### config.mk
export PLATFORM = sky130hd
export DESIGN_NAME = bounded_ordered_list_unit
export DESIGN_NICKNAME = d
export VERILOG_FILES = /design/src/rtl/bol_pkg.sv /design/src/rtl/bounded_ordered_list_unit.sv
export SDC_FILE = /design/constraint.sdc
export NUM_CORES = 1
export LEC_CHECK = 0
export BUFFER_PORTS_ARGS = -buffer_cell sky130_fd_sc_hd__buf_2
export CORE_MARGIN = 2
export CORE_UTILIZATION = 50
export CTS_CLUSTER_SIZE = 8
export DETAILED_ROUTE_END_ITERATION = 10
export GPL_TIMING_DRIVEN = 0
export PLACE_DENSITY = 0.67
export SETUP_SLACK_MARGIN = 0.05
export SYNTH_ARGS = -nofsm -noshare
export SYNTH_HDL_FRONTEND = slang
export SYNTH_SLANG_ARGS = --single-unit
### constraint.sdc
create_clock -name clk -period 12.95 [get_ports clk]
set_input_delay 1.9425 -clock clk [delete_from_list [all_inputs] [get_ports clk]]
set_output_delay 1.9425 -clock clk [all_outputs]
set_load 0.1 [all_outputs]
### src/rtl/bol_pkg.sv
// ----------------------------------------------------------------------------
// bol_pkg
// Shared types and constants for the bounded ordered list unit: command and
// result payloads, operation codes and the default list capacity.
// ----------------------------------------------------------------------------
package bol_pkg;

	localparam int CAPACITY_DEFAULT = 16;

	localparam logic [1:0] OP_INS_FRONT = 2'd0;
	localparam logic [1:0] OP_INS_BACK  = 2'd1;
	localparam logic [1:0] OP_DELETE    = 2'd2;

	typedef struct packed {
		logic        [1:0]  operation;
		logic signed [31:0] value;
		logic        [7:0]  position;
	} cmd_t;

	typedef struct packed {
		logic signed [31:0] entry_value;
		logic               is_last;
		logic               list_empty;
		logic               insert_dropped;
	} rsp_t;

endpackage

### src/rtl/bounded_ordered_list_unit.sv
// ----------------------------------------------------------------------------
// bounded_ordered_list_unit
// Ordered list of signed 32-bit values held in a circular buffer in one
// synchronous RAM; every command is followed by a dump of the whole list.
// ----------------------------------------------------------------------------
// Usage:
//   cmd channel (cmd_valid / cmd_stall / cmd) takes one operation per
//   transfer: insert at front, insert at back, or delete at a position.
//   rsp channel (rsp_valid / rsp_stall / rsp) returns the list after the
//   operation, one entry per transfer from the front, is_last on the final
//   one. An empty list returns a single transfer with list_empty set.
//   A full list drops inserts and flags insert_dropped on the whole dump.
// Timing:
//   Inserts write the RAM in the accept cycle (head pointer moves for a
//   front insert). The dump then reads one entry per cycle while the result
//   register is free, through the RAM read port, whose registered output is
//   the result register; the first result follows the move into the dump
//   state and the RAM read. A delete is folded into the dump: entries past
//   the hole are read one place further on and written back one place lower,
//   each in the cycle after its read. A trailing write-back after a delete
//   ends the item before the next command is taken.
// Reset clears count, head pointer and output valid; the RAM needs no clear.
// A stalled result holds and the dump pauses until the receiver takes it.
// ----------------------------------------------------------------------------
module bounded_ordered_list_unit #(
	parameter int CAPACITY = bol_pkg::CAPACITY_DEFAULT
) (
	input  logic          clk,
	input  logic          arst_n,
	input  logic          cmd_valid,
	output logic          cmd_stall,
	input  bol_pkg::cmd_t cmd,
	output logic          rsp_valid,
	input  logic          rsp_stall,
	output bol_pkg::rsp_t rsp
);

	localparam int AW = (CAPACITY > 1) ? $clog2(CAPACITY) : 1;
	localparam int CW = $clog2(CAPACITY + 1);
	localparam logic [AW:0]   CAP_W  = (AW + 1)'(CAPACITY);
	localparam logic [CW-1:0] CAP_C  = CW'(CAPACITY);
	localparam logic [AW-1:0] TOP_IX = AW'(CAPACITY - 1);

	typedef enum logic {
		ST_IDLE,
		ST_DUMP
	} state_t;

	// Physical slot of a logical offset from the head, wrapping at CAPACITY.
	function automatic logic [AW-1:0] wrap_add(input logic [AW-1:0] base,
	                                           input logic [AW-1:0] off);
		logic [AW:0] sum;
		sum = {1'b0, base} + {1'b0, off};
		if (sum >= CAP_W) begin
			sum = sum - CAP_W;
		end
		return sum[AW-1:0];
	endfunction

	state_t        state_q;
	logic [CW-1:0] count_q;
	logic [AW-1:0] head_q;
	logic [AW-1:0] k_q;
	logic          del_act_q;
	logic [AW-1:0] del_pos_q;
	logic          drop_q;
	logic          wr_pend_q;
	logic [AW-1:0] wr_addr_q;
	logic          rsp_valid_q;
	logic          rsp_last_q;
	logic          rsp_empty_q;
	logic          rsp_drop_q;
	logic [31:0]   rd_q;

	logic [31:0]   mem [CAPACITY];

	logic          cmd_acc;
	logic          is_insert;
	logic          full;
	logic [AW-1:0] head_dec;
	logic          pos_ok;
	logic          issue;
	logic          past_hole;
	logic [AW-1:0] src_off;
	logic [AW-1:0] rd_addr;
	logic          rd_en;
	logic          last_k;
	logic          wr_en;
	logic [AW-1:0] wr_addr;
	logic [31:0]   wr_data;

	// Accept only in idle and after the trailing delete write-back.
	assign cmd_stall = !(state_q == ST_IDLE && !wr_pend_q);
	assign cmd_acc   = cmd_valid && !cmd_stall;

	assign is_insert = (cmd.operation == bol_pkg::OP_INS_FRONT) ||
	                   (cmd.operation == bol_pkg::OP_INS_BACK);
	assign full      = (count_q == CAP_C);
	assign head_dec  = (head_q == '0) ? TOP_IX : head_q - 1'b1;
	assign pos_ok    = (9'(cmd.position) < 9'(count_q));

	// Dump side: advance one entry whenever the result register is free.
	assign issue     = (state_q == ST_DUMP) && (!rsp_valid_q || !rsp_stall);
	assign past_hole = del_act_q && (k_q >= del_pos_q);
	assign src_off   = past_hole ? k_q + 1'b1 : k_q;
	assign rd_addr   = wrap_add(head_q, src_off);
	assign rd_en     = issue && (count_q != '0);
	assign last_k    = ((CW'(k_q) + 1'b1) == count_q);

	// Write port: trailing delete write-back, else an accepted insert.
	always_comb begin
		wr_en   = 1'b0;
		wr_addr = '0;
		wr_data = cmd.value;
		if (wr_pend_q) begin
			wr_en   = 1'b1;
			wr_addr = wr_addr_q;
			wr_data = rd_q;
		end else if (cmd_acc && is_insert && !full) begin
			wr_en = 1'b1;
			if (cmd.operation == bol_pkg::OP_INS_FRONT) begin
				wr_addr = head_dec;
			end else begin
				wr_addr = wrap_add(head_q, count_q[AW-1:0]);
			end
		end
	end

	always_ff @(posedge clk) begin
		if (wr_en) begin
			mem[wr_addr] <= wr_data;
		end
		if (rd_en) begin
			rd_q <= mem[rd_addr];
		end
	end

	always_ff @(posedge clk or negedge arst_n) begin
		if (!arst_n) begin
			state_q     <= ST_IDLE;
			count_q     <= '0;
			head_q      <= '0;
			k_q         <= '0;
			del_act_q   <= 1'b0;
			del_pos_q   <= '0;
			drop_q      <= 1'b0;
			wr_pend_q   <= 1'b0;
			wr_addr_q   <= '0;
			rsp_valid_q <= 1'b0;
			rsp_last_q  <= 1'b0;
			rsp_empty_q <= 1'b0;
			rsp_drop_q  <= 1'b0;
		end else begin
			wr_pend_q <= 1'b0;
			if (rsp_valid_q && !rsp_stall) begin
				rsp_valid_q <= 1'b0;
			end
			case (state_q)
				ST_IDLE: begin
					if (cmd_acc) begin
						state_q   <= ST_DUMP;
						k_q       <= '0;
						drop_q    <= 1'b0;
						del_act_q <= 1'b0;
						del_pos_q <= cmd.position[AW-1:0];
						case (cmd.operation)
							bol_pkg::OP_INS_FRONT: begin
								if (full) begin
									drop_q <= 1'b1;
								end else begin
									head_q  <= head_dec;
									count_q <= count_q + 1'b1;
								end
							end
							bol_pkg::OP_INS_BACK: begin
								if (full) begin
									drop_q <= 1'b1;
								end else begin
									count_q <= count_q + 1'b1;
								end
							end
							bol_pkg::OP_DELETE: begin
								if (pos_ok) begin
									del_act_q <= 1'b1;
									count_q   <= count_q - 1'b1;
								end
							end
							default: begin
								// unused code: list unchanged, dump only
							end
						endcase
					end
				end
				ST_DUMP: begin
					if (issue) begin
						rsp_valid_q <= 1'b1;
						rsp_drop_q  <= drop_q;
						if (count_q == '0) begin
							rsp_last_q  <= 1'b1;
							rsp_empty_q <= 1'b1;
							state_q     <= ST_IDLE;
						end else begin
							rsp_last_q  <= last_k;
							rsp_empty_q <= 1'b0;
							k_q         <= k_q + 1'b1;
							if (past_hole) begin
								// close the hole: move the entry read now down one slot
								wr_pend_q <= 1'b1;
								wr_addr_q <= wrap_add(head_q, k_q);
							end
							if (last_k) begin
								state_q <= ST_IDLE;
							end
						end
					end
				end
				default: begin
					state_q <= ST_IDLE;
				end
			endcase
		end
	end

	assign rsp_valid          = rsp_valid_q;
	assign rsp.entry_value    = rsp_empty_q ? '0 : rd_q;
	assign rsp.is_last        = rsp_last_q;
	assign rsp.list_empty     = rsp_empty_q;
	assign rsp.insert_dropped = rsp_drop_q;

endmodule

==> results of run 1 <==
-- metrics by stage --
stage / power (mW) / instances
after global routing: 7.90 / 1909
after CTS: 7.65 / 1909
after floorplan: 4.89 / 1074
after detailed placement: 5.77 / 1809
after global placement: 5.72 / 1756
final: 7.56 / 1909
-- area by class of cell --
type | instances | share of cell area, %
sequential | 573 | 62.7
multi-input combinational | 431 | 21.3
clock buffer | 93 | 7.69
timing repair buffer | 135 | 3.97
tap | 600 | 2.76
buffer | 50 | 0.864
clock inverter | 7 | 0.501
inverter | 20 | 0.276
-- sequential cells by signal, indices dropped and copies added (netlist names) --
name / cells
count_q: 5
head_q: 4
rsp_valid: 1
del_act_q: 1
wr_pend_q: 1
wr_addr_q: 4
rsp_empty_q: 1
state_q: 1
rsp_drop_q: 1
mem: 512
drop_q: 1
del_pos_q: 4
k_q: 4
rsp_last_q: 1
rd_q: 32
-- layout by cell type (no fill, tap or decap), types with 3 or more instances in the layout --
cell type  count
xor2_1         6
nor2b_1       36
clkinv_16      3
buf_12         4
and3_1         3
buf_6         44
mux2_2        34
a32oi_1        3
nand2b_1       6
nor4_1         3
nor2_1        16
buf_4          4
buf_1          5
a21o_1         6
buf_8          7
mux2i_1        7
ha_1          22
inv_1         19
clkbuf_1      44
a22o_1         3
mux4_1         3
dfrtp_1       29
nand2_1       25
o21a_1         4
nor3b_1        4
xnor2_1       15
nor3_2        13
o21ai_0       13
clkbuf_16     82
o31ai_1        3
a21oi_1       10
mux4_2       157
fa_1           4
edfxtp_1     544
buf_2         86
-- kinds of logic (layout without fill, tap and decap cells) --
group / count (synthesis) / in the layout / synth area share (%)
flops: 573 / 573 / 73.9
mux: 201 / 201 / 17.6
simple gates: 123 / 123 / 2.90
buf+inv: 70 / 305 / 1.34
compound gates: 59 / 59 / 1.84
fa+ha+maj: 26 / 26 / 1.54
xor+xnor: 22 / 22 / 0.867
-- worst max path at each step --
stage | to | from | slack, ns | cells past startpoint
final | rd_q[2] | k_q[0] | 7.61 | 13
after global routing | rd_q[20] | k_q[0] | 7.32 | 13
after CTS | rd_q[20] | k_q[0] | 7.61 | 13
after detailed placement | rd_q[20] | k_q[0] | 7.67 | 13
after global placement | mem[6][16] | cmd_valid | 3.76 | 8
after floorplan | mem[14][0] | cmd_valid | 6.96 | 7
-- critical path, delay by kind of cell, from the launching register on --
kind / cells / cell delay [ns]
adders and majority gates: 3 / 1.04
xor gates and xnor gates: 1 / 0.22
AOI/OAI and AO/OA: 1 / 0.44
and+or+nand+nor: 2 / 0.34
muxes: 2 / 0.96
buffers and inverters: 4 / 1.56
DFF: 1 / 0.49
-- power by group --
part	switching, mW	internal [mW]	leakage, nW	total (mW)
logic	1.88	1.49	2.70	3.37
clock network	0.743	1.13	1.08	1.87
registers	0.0797	2.24	5.27	2.32
total	2.70	4.86	9.05	7.56
-- layer usage --
layer / vias to the layer above / wire (µm) / GRT usage (%)
li1: 4853 / - / -
met1: 6065 / 22100 / 32.1
met2: 449 / 25600 / 36.6
met3: 82 / 3190 / 3.87
met4: 0 / 1050 / 6.53
met5: - / 0 / 0
==> impl_metrics.json, run 1 <==
{
  "die_w_um": 219,
  "crit_fanout": 10,
  "gp_congestion": 0.768,
  "chipHeight_um": 219,
  "postLayoutCellArea_mm2": 0.0272,
  "r2r-start": "k_q[0]",
  "fmax_mhz": 187,
  "final_util_pct": 59.9,
  "synth-seq-cells": 573,
  "drtAntennaViolNets": 0,
  "grt_pass1_wl_um": 77600,
  "cts_tree": "yes",
  "cts.hold.buffers_added": 0,
  "setup.worst_path.end_class": "flop",
  "drc": 0,
  "drtIter0Drc": 1280,
  "finalCritPeriodShare_pct": 41.3,
  "async_flop_share_pct": 5.06,
  "fin_setup_tns_ns": 0,
  "num_rows": 78,
  "syn_avg_cell_area_um2": 21.5,
  "wl_per_cell_um": 27.2,
  "totalWireLength_um": 51900,
  "ir_drop_mv": 0.163,
  "place_ws_ns": 7.67,
  "die_area_mm2": 0.0479,
  "track_usage_pct": 22.6,
  "seq_area_mm2": 0.0171,
  "yosys-top-cells-area": "edfxtp_1 (71%), mux4_2 (15%), dfrtp_1 (3.1%), mux2_2 (1.7%), ha_1 (1.2%)",
  "dp_hpwl_um": 33300,
  "core_area_mm2": 0.0455,
  "min_to": "rsp_drop_q",
  "yosysWarnings": 0,
  "portBuffers": 82,
  "initial_core_util_pct": 50.8,
  "r2r_cells": 13,
  "synth.most_common_cell": "edfxtp_1",
  "antenna_found_initial": 0,
  "cts-resized-gates": 0,
  "finalHoldViolations": 0,
  "start_kind": "flop",
  "multi_input_comb_area_mm2": 0.00580,
  "reg2reg_slack_ns": 7.61,
  "fin_crit_ns": 5.34,
  "vias": 11400,
  "ys_top_cells_by_count": "edfxtp_1 (544), mux4_2 (157), nor2b_1 (36)",
  "skew_ns": 0.0177,
  "power.leakage_nw": 9.05,
  "slew_headroom_pct": 21.7,
  "critPathSlowestCell": "clkbuf_1",
  "postPlaceCellArea_mm2": 0.0250,
  "rsz0062_at_grt": "false",
  "finalSetupViolCount": 0,
  "via_per_inst": 6.00,
  "grt_overflow_total": 0,
  "cts.sinks": 573,
  "cp_cell_sequence": "inv_1 > ha_1 > nand2b_1 > a2111oi_4 > nor2_1 > xnor2_1 > ha_1 > inv_1 > fa_1 > clkbuf_1 > clkbuf_1 > mux4_2 > mux4_2",
  "post_cts_buffers": 0,
  "cts_buffers": 81,
  "final_nets": 1364,
  "postSynthCellCount": 1074,
  "synth_nets": 1146,
  "cp_data_arrival_time_ns": 5.66,
  "synth-edff-count": 544,
  "layout_setup_ws_ns": 7.61,
  "ys.flop_type": "edfxtp_1",
  "drive_gt1_share_pct": 34.7,
  "area.growth.synth_to_final_pct": 17.9,
  "synth_top_area_share_pct": 70.7,
  "whs_ns": 0.475,
  "p_per_area_mw_per_mm2": 278,
  "io_pins": 83,
  "drv_slew": 0,
  "min_path_cells": 2,
  "hold_class": "reg -> reg",
  "hold_start": "rsp_drop_q",
  "clock_path_buffers": 3,
  "regToRegEndpoint": "rd_q[2]",
  "yosysUniqueCellTypes": 59,
  "n_antenna_cell": 0,
  "grt_max_degree": 30,
  "worstSkewPairLatency_ns": 0.61,
  "cts_root_buf": "clkbuf_16",
  "syn-cell-area_mm2": 0.0231,
  "synth_top_area_cell": "edfxtp_1",
  "max_stage_delay_ns": 0.74,
  "drv_cap": 0,
  "required_ns": 13.26,
  "status": "complete, no violations",
  "seq_area_frac_synth_pct": 73.9,
  "worstMarginPinSlew_ns": 1.18,
  "fill_cells": 3211,
  "path_clk_slew_ns": 0.05,
  "drtPass1Iterations": 5,
  "h-tree-depth": 3,
  "crit_type": "reg -> reg",
  "grt_pass1_vias": 12000
}
Power figures use the tool's default switching activity.
==> inputs of run 2 (changes only) <==
--- a/config.mk
+++ b/config.mk
@@ -11,7 +11,7 @@
 export CTS_CLUSTER_SIZE = 8
 export DETAILED_ROUTE_END_ITERATION = 10
 export GPL_TIMING_DRIVEN = 0
-export PLACE_DENSITY = 0.67
+export PLACE_DENSITY = 0.69
 export SETUP_SLACK_MARGIN = 0.05
 export SYNTH_ARGS = -nofsm -noshare
 export SYNTH_HDL_FRONTEND = slang
==> constraint.sdc (replaced) <==
create_clock -name clk -period 4.83 [get_ports clk]
set_input_delay 0.7245 -clock clk [delete_from_list [all_inputs] [get_ports clk]]
set_output_delay 0.7245 -clock clk [all_outputs]
set_load 0.1 [all_outputs]
==> run 2 against run 1 <==
Against the previous run: critical path depth unchanged; flip-flop and latch count unchanged; via count down 0.30%; core utilization shrank 0.052 points; combinational power rose to 2.7 times the previous value; die area unchanged; first-iteration DRC count grew 2.8%; register-to-register slack worse by 7.2 ns; wire length down 2.5%; critical endpoint is now rd_q[16]; highest routed layer unchanged.
==> impl_metrics.json, run 2 (synthesized netlist as in run 1, its figures left out) <==
{
  "status": "complete, no violations",
  "ir_drop_mv": 0.551,
  "start_kind": "flop",
  "grt_pass1_vias": 11700,
  "reg2reg_slack_ns": 0.38,
  "top_regs": "mem (512), rd_q (32), count_q (5)",
  "power.leakage_nw": 9.10,
  "io_pins": 83,
  "cts_root_buf": "clkbuf_16",
  "p_per_area_mw_per_mm2": 745,
  "whs_ns": 0.177,
  "fin_setup_tns_ns": 0,
  "hold_class": "in -> async",
  "drtPass1Iterations": 5,
  "initial_core_util_pct": 50.8,
  "h-tree-depth": 3,
  "slew_headroom_pct": 34.3,
  "place_inst": 1807,
  "layout_setup_ws_ns": 0.378,
  "finalCritPeriodShare_pct": 92.2,
  "totalWireLength_um": 50600,
  "finalHoldViolations": 0,
  "crit_fanout": 10,
  "fin_crit_ns": 4.45,
  "area.growth.synth_to_final_pct": 17.8,
  "track_usage_pct": 22.0,
  "largest_reg_flops": 512,
  "layout_commonest_cell": "edfxtp_1",
  "drtIter0Drc": 1316,
  "cp_data_arrival_time_ns": 4.77,
  "path_clk_slew_ns": 0.05,
  "place_ws_ns": -0.567,
  "n_antenna_cell": 0,
  "num_rows": 78,
  "postPlaceCellArea_mm2": 0.0249,
  "drive_gt1_share_pct": 36.7,
  "rsz0062_at_grt": "false",
  "clock_path_buffers": 3,
  "final_util_pct": 59.8,
  "regMostFlops": "mem",
  "antenna_found_initial": 0,
  "cts_tree": "yes",
  "skew_ns": 0.0184,
  "portBuffers": 82,
  "dp_hpwl_um": 32400,
  "grt_pass1_wl_um": 75700,
  "gp_congestion": 0.779,
  "crit_type": "reg -> reg",
  "vias": 11400,
  "chipHeight_um": 219,
  "postLayoutCellArea_mm2": 0.0272,
  "cts_buffers": 81,
  "setup.worst_path.end_class": "flop",
  "fill_cells": 3199,
  "finalPower_mw": 20.3,
  "r2r_cells": 13,
  "grt_max_degree": 30,
  "layout_common_cells": "edfxtp_1 (544), mux4_2 (157), buf_2 (88), clkbuf_16 (82), buf_6 (44)",
  "finalSetupViolCount": 0,
  "drtAntennaViolNets": 0,
  "required_ns": 5.14,
  "post_cts_buffers": 0,
  "drv_cap": 0,
  "fin_cells": 1907,
  "fmax_mhz": 225,
  "cts.sinks": 573,
  "core_area_mm2": 0.0455,
  "wl_per_cell_um": 26.6,
  "final_nets": 1362,
  "drv_slew": 0,
  "drc": 0,
  "worstMarginPinSlew_ns": 0.981,
  "grt_overflow_total": 0,
  "worstSkewPairLatency_ns": 0.59,
  "die_area_mm2": 0.0479,
  "via_per_inst": 5.99,
  "die_w_um": 219
}
run 2: layout make-up:
class | count | area (µm²) | share of cell area (%)
inverter | 20 | 75.1 | 0.276
multi-input combinational | 431 | 5810 | 21.3
clock inverter | 5 | 77.6 | 0.285
sequential | 573 | 17100 | 62.7
buffer | 50 | 310 | 1.14
tap | 600 | 751 | 2.76
clock buffer | 95 | 2100 | 7.72
timing repair buffer | 133 | 1020 | 3.75
run 2: layer usage:
layer	wire length, µm	global-route usage (%)	vias up
met1	21800	31.5	6061
met2	24700	35.0	419
met4	939	6.60	0
li1	-	-	4863
met5	0	0	-
met3	3230	4.02	72
run 2: path summary, 6_finish.rpt:
kind / startpoint / endpoint
max in group asynchronous: arst_n / k_q[0]
min in group clk: cmd[0] / del_pos_q[0]
worst min register to register: del_act_q / del_act_q
worst max-delay path: k_q[0] / rd_q[16]
worst min-delay path: arst_n / rsp_valid
worst max register to register: k_q[0] / rd_q[16]
run 2: repair_timing:
item,CTS,global route
cloned,0,0
endpoints found under the setup margin,32,32
gates resized for setup,34,30
hold buffers,0,0
run 2: worst max-delay path: stages (launching register included):
cell and delay, ns:
dfrtp_2 0.44, inv_1 0.11, ha_1 0.29, nand2b_1 0.17, a2111oi_4 0.43, nor2_1 0.17, xnor2_1 0.24, ha_1 0.21
inv_1 0.06, fa_1 0.57, clkbuf_4 0.27, clkbuf_4 0.32, mux4_2 0.36, mux4_2 0.51
run 2: power breakdown:
part	switching, mW	total [mW]	leakage, nW	internal [mW]
Clock	1.93	4.96	1.06	3.02
Combinational	4.99	9.10	2.78	4.10
Sequential	0.218	6.22	5.27	6.01
Total	7.15	20.3	9.10	13.1
==> inputs of run 3 (changes only) <==
--- a/config.mk
+++ b/config.mk
@@ -5,13 +5,14 @@
 export SDC_FILE = /design/constraint.sdc
 export NUM_CORES = 1
 export LEC_CHECK = 0
+export ABC_AREA = 1
 export BUFFER_PORTS_ARGS = -buffer_cell sky130_fd_sc_hd__buf_2
 export CORE_MARGIN = 2
 export CORE_UTILIZATION = 50
 export CTS_CLUSTER_SIZE = 8
 export DETAILED_ROUTE_END_ITERATION = 10
 export GPL_TIMING_DRIVEN = 0
-export PLACE_DENSITY = 0.69
+export PLACE_DENSITY_LB_ADDON = 0.1
 export SETUP_SLACK_MARGIN = 0.05
 export SYNTH_ARGS = -nofsm -noshare
 export SYNTH_HDL_FRONTEND = slang
==> run 3 against run 2 <==
Against the previous run: hold slack worse by 0.023 ns; cell count up 57%; setup slack better by 0.031 ns; first-iteration DRC count up 36%; die area up 5.5%; fmax up 0.70%.
==> impl_metrics.json, run 3 <==
{
  "syn-cell-area_mm2": 0.0244,
  "regMostFlops": "mem",
  "drtIter0Drc": 1793,
  "cp_common_cell": "nand3_1",
  "cts-resized-gates": 0,
  "slew_headroom_pct": 29.0,
  "synth-seq-cells": 573,
  "grt_overflow_total": 0,
  "hold_class": "in -> async",
  "synth_nets": 2222,
  "cp_cell_sequence": "inv_1 > ha_1 > nand3_1 > nand3_1 > nand2_1 > xor2_1 > ha_1 > inv_1 > fa_1 > xor2_1 > buf_2 > clkbuf_1 > o21ai_1 > nand3_1 > nand2_1",
  "layout_setup_ws_ns": 0.409,
  "max_stage_delay_ns": 0.58,
  "layout_commonest_cell": "edfxtp_1",
  "dp_hpwl_um": 44200,
  "cts_buffers": 81,
  "grt_pass1_wl_um": 99200,
  "cts_tree": "yes",
  "cts.sinks": 573,
  "finalSetupViolCount": 0,
  "critPathSlowestCell": "clkbuf_1",
  "synth.most_common_cell": "edfxtp_1",
  "top_regs": "mem (512), rd_q (32), count_q (5)",
  "drtPass1Iterations": 5,
  "drive_gt1_share_pct": 13.4,
  "fill_cells": 3894,
  "via_per_inst": 5.61,
  "skew_ns": 0.0312,
  "yosysWarnings": 0,
  "worstSkewPairLatency_ns": 0.62,
  "drv_slew": 0,
  "chipHeight_um": 225,
  "totalWireLength_um": 66000,
  "synth-edff-count": 544,
  "postSynthCellCount": 2150,
  "largest_reg_flops": 512,
  "grt_max_degree": 30,
  "h-tree-depth": 3,
  "reg2reg_slack_ns": 0.41,
  "setup.worst_path.end_class": "flop",
  "worstMarginPinSlew_ns": 1.06,
  "start_kind": "flop",
  "portBuffers": 82,
  "regToRegEndpoint": "rd_q[27]",
  "drc": 0,
  "synth_top_area_cell": "edfxtp_1",
  "track_usage_pct": 26.6,
  "post_cts_buffers": 0,
  "n_antenna_cell": 0,
  "finalCritPeriodShare_pct": 91.5,
  "ys.flop_type": "edfxtp_1",
  "cts.hold.buffers_added": 0,
  "crit_fanout": 10,
  "place_ws_ns": 0.535,
  "seq_area_frac_synth_pct": 69.9,
  "synth_top_area_share_pct": 67.0,
  "yosysUniqueCellTypes": 32,
  "ys_top_cells_by_count": "edfxtp_1 (544), nor2_1 (348), nand2_1 (334)",
  "fin_crit_ns": 4.42,
  "yosys-top-cells-area": "edfxtp_1 (67%), o21ai_0 (6.0%), nor2_1 (5.4%), nand2_1 (5.1%), dfrtp_1 (3.0%)",
  "area.growth.synth_to_final_pct": 16.7,
  "async_flop_share_pct": 5.06,
  "grt_pass1_vias": 16500,
  "clock_path_buffers": 3,
  "syn_avg_cell_area_um2": 11.3,
  "path_clk_slew_ns": 0.05,
  "finalHoldViolations": 0,
  "gp_congestion": 0.838,
  "vias": 16700,
  "rsz0062_at_grt": "false",
  "drtAntennaViolNets": 0,
  "wl_per_cell_um": 22.1,
  "final_nets": 2429,
  "num_rows": 80,
  "crit_type": "reg -> reg",
  "cts_root_buf": "clkbuf_16",
  "io_pins": 83,
  "layout_common_cells": "edfxtp_1 (544), nand2_1 (334), nor2_1 (332), o21ai_0 (260), inv_1 (171)",
  "cp_data_arrival_time_ns": 4.77,
  "die_area_mm2": 0.0506,
  "r2r_cells": 15,
  "antenna_found_initial": 0,
  "drv_cap": 0,
  "initial_core_util_pct": 50.9,
  "r2r-start": "k_q[0]",
  "fmax_mhz": 226,
  "required_ns": 5.18,
  "core_area_mm2": 0.0479,
  "status": "complete, no violations",
  "die_w_um": 225
}
[run 3: cell count changes after synthesis, moves of 40 or more]
cell,change
nor2_1,+330
nand2_1,+309
o21ai_0,+279
mux4_2,-157
inv_1,+152
o21ai_1,+79
o22ai_1,+62
nand3_1,+60
buf_2,+40
[run 3: final cells by class]
type	count	area [µm²]	area share [%]
sequential	573	17100	59.9
inverter	178	671	2.36
multi-input combinational	1276	6130	21.5
clock buffer	96	2130	7.47
clock inverter	3	37.5	0.132
timing repair buffer	124	1030	3.61
tap	615	769	2.70
buffer	123	648	2.28
[run 3: critical path: cells and delay by family (launching register included)]
family	cells	cell delay, ns
adders and majority gates	3	0.92
and+or+nand+nor	5	0.71
xor gates and xnor gates	2	0.61
DFF	1	0.49
AOI/OAI and AO/OA	1	0.19
buffers and inverters	4	1.23
[run 3: routing by layer]
layer	GRT usage (%)	up-vias	wire length, µm
li1	-	7852	-
met1	37.1	8189	28400
met2	43.3	600	31300
met3	3.76	107	4710
met4	8.52	0	1640
met5	0	-	0
[run 3: stage by stage]
step | TNS (ns) | util, % | cell area, µm² | hold WS [ns] | cells
2_1_floorplan | 0 | - | 24400 | 0.429 | 2150
3_3_place_gp | -45.21 | 53.3 | 25600 | 0.459 | 2847
3_5_place_dp | 0 | 54.9 | 26300 | 0.470 | 2888
4_1_cts | 0 | 59.4 | 28500 | 0.154 | 2987
5_1_grt | 0 | 59.4 | 28500 | 0.194 | 2988
6_report | 0 | 59.4 | 28500 | 0.154 | 2988
[run 3: cell families (layout without fill, tap and decap cells)]
group	after synthesis	count (layout)	share of synthesized area (%)
simple gates	759	759	12.3
flops	573	573	69.9
compound gates	481	481	10.5
buf+inv	301	524	5.41
fa+ha+maj	26	26	1.46
xor+xnor	10	10	0.390
[run 3: worst max path at each step]
stage | slack [ns] | endpoint | from
2_1_floorplan | 1.44 | mem[12][0] | wr_pend_q
3_3_place_gp | -0.32 | mem[7][15] | cmd[41]
3_5_place_dp | 0.54 | rd_q[22] | k_q[0]
4_1_cts | 0.51 | rd_q[22] | k_q[0]
5_1_grt | 0.20 | rd_q[27] | k_q[0]
6_report | 0.41 | rd_q[27] | k_q[0]
Power of run 3 is not shown: default switching activity piles up to over one toggle a cycle in this logic, so the estimate is an artifact.
